===== src/hw/rtl/pre_pkg.sv =====
// Shared types, codes and helpers of the permutation rearrangement engine.
`default_nettype none
package pre_pkg;

  localparam int MAX_LEN_DEF = 256;

  typedef enum logic [3:0] {
    OP_WRITE    = 4'd0,
    OP_READ     = 4'd1,
    OP_REVERSE  = 4'd2,
    OP_TRANS    = 4'd3,
    OP_BREAK    = 4'd4,
    OP_FIND     = 4'd5,
    OP_STRIP    = 4'd6,
    OP_SINGLE   = 4'd7,
    OP_SORTED   = 4'd8
  } op_t;

  localparam logic [1:0] ST_OK       = 2'd0;
  localparam logic [1:0] ST_ILLEGAL  = 2'd1;
  localparam logic [1:0] ST_NOTFOUND = 2'd2;
  localparam logic [1:0] ST_RANGE    = 2'd3;

  localparam logic [2:0] T_REV        = 3'd0;
  localparam logic [2:0] T_TRANS_REV  = 3'd1;
  localparam logic [2:0] T_TRANS      = 3'd2;
  localparam logic [2:0] T_SREV       = 3'd3;
  localparam logic [2:0] T_TRANS_SREV = 3'd4;

  localparam logic CFG_TYPE   = 1'b0;
  localparam logic CFG_LENGTH = 1'b1;

  typedef struct packed {
    logic brk;
    logic gt;
  } cmp_t;

  // negation that saturates the one value with no positive partner
  function automatic logic signed [8:0] neg9(input logic signed [8:0] v);
    if (v == -9'sd256) return 9'sd255;
    return -v;
  endfunction

  function automatic logic [8:0] mag9(input logic signed [8:0] v);
    if (v[8]) return 9'(-v);
    return 9'(v);
  endfunction

endpackage
`default_nettype wire


===== src/hw/rtl/pre_cmp.sv =====
// Shared compare unit: breakpoint test and ordering of two adjacent elements.
`default_nettype none
module pre_cmp (
  input  logic signed [8:0] lhs,
  input  logic signed [8:0] rhs,
  input  logic [2:0]        ptype,
  output pre_pkg::cmp_t     res
);
  import pre_pkg::*;

  logic signed [9:0] diff;

  always_comb begin
    diff = 10'(rhs) - 10'(lhs);
    // reversal and transposition-reversal types accept a step either way, the others only upward
    if (ptype == T_REV || ptype == T_TRANS_REV) begin
      res.brk = (diff != 10'sd1) && (diff != -10'sd1);
    end else begin
      res.brk = (diff != 10'sd1);
    end
    res.gt = lhs > rhs;
  end

endmodule
`default_nettype wire


===== config.mk =====
export PLATFORM = sky130hd
export DESIGN_NAME = pre_cmp
export DESIGN_NICKNAME = d
export VERILOG_FILES = /design/src/hw/rtl/pre_pkg.sv /design/src/hw/rtl/pre_cmp.sv
export SDC_FILE = /design/constraint.sdc
export NUM_CORES = 1
export LEC_CHECK = 0
export BUFFER_PORTS_ARGS = -buffer_cell sky130_fd_sc_hd__buf_4
export CAP_MARGIN = 0
export CORE_MARGIN = 4
export CORE_UTILIZATION = 35
export DETAILED_ROUTE_END_ITERATION = 10
export GPL_ROUTABILITY_DRIVEN = 0
export PLACE_DENSITY = 0.63
export SKIP_LAST_GASP = 1
export SYNTH_ARGS = -nofsm -noshare
export SYNTH_HDL_FRONTEND = slang
export SYNTH_SLANG_ARGS = --single-unit

===== constraint.sdc =====
create_clock -name vclk -period 8
set_input_delay 1.6 -clock vclk [all_inputs]
set_output_delay 1.6 -clock vclk [all_outputs]
set_load 0.01 [all_outputs]

* Word level (Yosys, flattened, before mapping)
Cells that the tools add are included.
Word-level totals: register bits after elaboration 0, word-level logic and storage cells 9
Operators by class: $add $sub $neg 1, $lt $le $gt $ge 1, eq/ne operators 3, muxes and demuxes 1, reductions and logical operators 3
Operators by type and width (count):
- $ne 10x1->1 const B | 1
- $ne 10x2->1 const B | 1
- $sub 9x9->10 | 1
- $gt 9x9->1 | 1
- $eq 3x1->1 const B | 1
- $logic_not 3->1 | 1
- $logic_and 1x1->1 | 1
- $logic_or 1x1->1 | 1
- $mux 1 | 1

* Depth between registers and ports, before layout
depth in word-level cells 4, depth in mapped cells 10

* Worst setup path before layout
OpenSTA, ideal clock, no wires.
kind input to output, start input port rhs[0], end output port res[1] (netlist bit), arrival time 3192 ps, slack 3208 ps, stages on the path 10, path buffers 0, cells stage by stage inv_1 ha_1 inv_1 fa_1 a21o_1 nand4_1 nand2_1 a311o_1 nand4_1 a2bb2oi_2
RTL lines:
- from (decl) | RTL line pre_cmp.sv:5 | input logic signed [8:0] rhs,
- to (decl) | RTL line pre_cmp.sv:7 | output pre_pkg::cmp_t res

==> results.sh <==
export IMPL_worstSetupEndpointType="output port"
export IMPL_globalRouteOverflowTotal=0
export IMPL_vias=626
export IMPL_wire_per_inst_um=10.8
export IMPL_crit_arrival_ns=3.55
export IMPL_synth_xor_area_share_pct=4.68
export IMPL_slowest_delay_ns=0.40
export IMPL_grt_pass1_wl_um=2170
export IMPL_synth_top_family_by_area="simple AND/OR/NAND/NOR gates"
export IMPL_ys_seq_area_share_pct=0
export IMPL_port_buffers=22
export IMPL_vias_per_cell=5.44
export IMPL_cts_setup_buffers=0
export IMPL_synthAdderAreaFrac_pct=25.8
export IMPL_synth_area_sq_um=562
export IMPL_syn_nets=109
export IMPL_final_core_util_pct=49.6
export IMPL_first_pass_iters=4
export IMPL_layout_setup_ws_ns=2.85
export IMPL_total_power_uw=52.0
export IMPL_antenna_found_initial=0
export IMPL_drive_gt1_share_pct=27.3
export IMPL_nClkBuffers=0
export IMPL_hold_viol_final=0
export IMPL_hold_path_class="in2out"
export IMPL_initial_core_util_pct=37.3
export IMPL_yosys_warnings=0
export IMPL_ys_types=33
export IMPL_nNetsFinal=133
export IMPL_gr_usage_all_layers_pct=12.2
export IMPL_seq_area_sq_um=0
export IMPL_seq_cells=0
export IMPL_synth_compound_area_share_pct=28.7
export IMPL_io_pins=23
export IMPL_p_per_area_nw_per_um2=69.6
export IMPL_postSynthCellCount=77
export IMPL_drtIter0Drc=3
export IMPL_cp_max_fo=2
export IMPL_grt_pass1_vias=578
export IMPL_dieArea_sq_um=2310
export IMPL_power_leakage_nw=0.387
export IMPL_syn_area_per_cell_sq_um=7.30
export IMPL_fin_crit_sh_pct=64.4
export IMPL_instances_no_fill=115
export IMPL_synthSimpleGateAreaFrac_pct=31.0
export IMPL_synth_area_mux_share_pct=1.78
export IMPL_drv_cap=0
export IMPL_setup_viol=0
export IMPL_slowest_stage="fa_1"
export IMPL_ant_nets=0
export IMPL_hold_buffers=0
export IMPL_worst_slew_pin_slew_ns=0.283
export IMPL_dp_hpwl_um=1090
export IMPL_nFillCells=162
export IMPL_max_slew_margin_pct=80.9
export IMPL_die_w_um=48.1
export IMPL_worstSetupPathType="in2out"
export IMPL_coreArea_sq_um=1510
export IMPL_slew_violations=0
export IMPL_area_delta_synth_final_pct=33.0
export IMPL_insertedDiodeCount=0
export IMPL_vdd_ir_drop_max_uv=28.2
export IMPL_finalCriticalPeriod_ns=5.15
export IMPL_status="completed"
export IMPL_place_ws_ns=2.84
export IMPL_row_count=14
export IMPL_place_inst=115
export IMPL_max_freq_mhz=194
export IMPL_grt_max_degree=9
export IMPL_path_cells="buf_4 > inv_1 > ha_1 > inv_1 > fa_1 > a21o_1 > a21oi_1 > xnor2_1 > and4b_1 > nand4_1 > a2bb2oi_2 > buf_4"
export IMPL_grt_setup_unrepaired="no"
export IMPL_drc=0
export IMPL_fin_setup_tns_ns=0
export IMPL_post_cts_resized=0
export IMPL_start_kind="input port"
export IMPL_die_h_um=48.1
export IMPL_wirelength_um=1250
export IMPL_cp_data_required_time_ns=6.40
metal layers:
layer  vias up  GRT usage, %  wire [um]  part of all wire, %
met4         0             0          0                    0
met5         -             0          0                    0
met3         0         0.752         69                  5.5
li1        330             -          -                    -
met2        14          22.7        641                   51
met1       282          16.1        535                   43
cell type report:
cell class	instances	area (sq um)	share of cell area, %
Tap cell	16	20.0	2.68
Inverter	12	45.0	6.03
Timing Repair Buffer	22	165	22.1
Multi-Input combinational cell	65	517	69.2
report_power, final:
group	switching [mW]	internal [mW]	total, mW	leakage [nW]
clock network	0	0	0	0
logic	0.0260	0.0260	0.0520	0.387
registers	0	0	0	0
total	0.0260	0.0260	0.0520	0.387
stage by stage:
step / cell area [sq um] / hold WS [ns]
floorplan: 562 / 3.51
global placement: 747 / 3.68
detailed placement: 747 / 3.68
CTS: 747 / 3.68
global route: 747 / 3.72
finish: 747 / 3.68
worst max-delay path: cells and delay by family:
| family | cells | cell delay, ns |
|---|---|---|
| AO/OA/AOI/OAI | 3 | 0.54 |
| adder cells (fa/ha/maj) | 2 | 0.53 |
| buffers and inverters | 4 | 0.35 |
| AND/OR/NAND/NOR | 2 | 0.34 |
| XOR/XNOR | 1 | 0.18 |
final timing paths:
kind | from | endpoint | slack [ns] | depth (start not counted)
max | rhs[0] | res[1] | 2.85 | 12
min | rhs[8] | res[0] | 3.68 | 5
logic make-up after synthesis:
group	Yosys count
AOI/OAI and AO/OA	21
xor gates and xnor gates	3
adders and majority gates	11
and+or+nand+nor	29
muxes	1
buffers and inverters	12
layout by cell type (no fill, tap or decap), types with 3 or more instances in the layout:
master	Yosys	routed
buf_4	0	22
inv_1	12	12
ha_1	10	10
nor2_1	6	6
a21o_1	4	4
a21oi_1	4	4
nor3_1	4	4
nand4_1	3	3
nand2_1	3	3
Yosys cell counts (2+ instances only):
library cell,number,share of area [%]
a21o_1,4,5.3
a21oi_1,4,3.6
a31oi_1,2,2.2
ha_1,10,22
inv_1,12,8.0
nand2_1,3,2.0
nand2b_1,2,2.2
nand3_1,2,1.8
nand4_1,3,3.3
nor2_1,6,4.0
nor2b_1,2,2.2
nor3_1,4,3.6
o21ai_0,2,1.8
xnor2_1,2,3.1
Note: power is estimated with default switching activity, not from simulation.
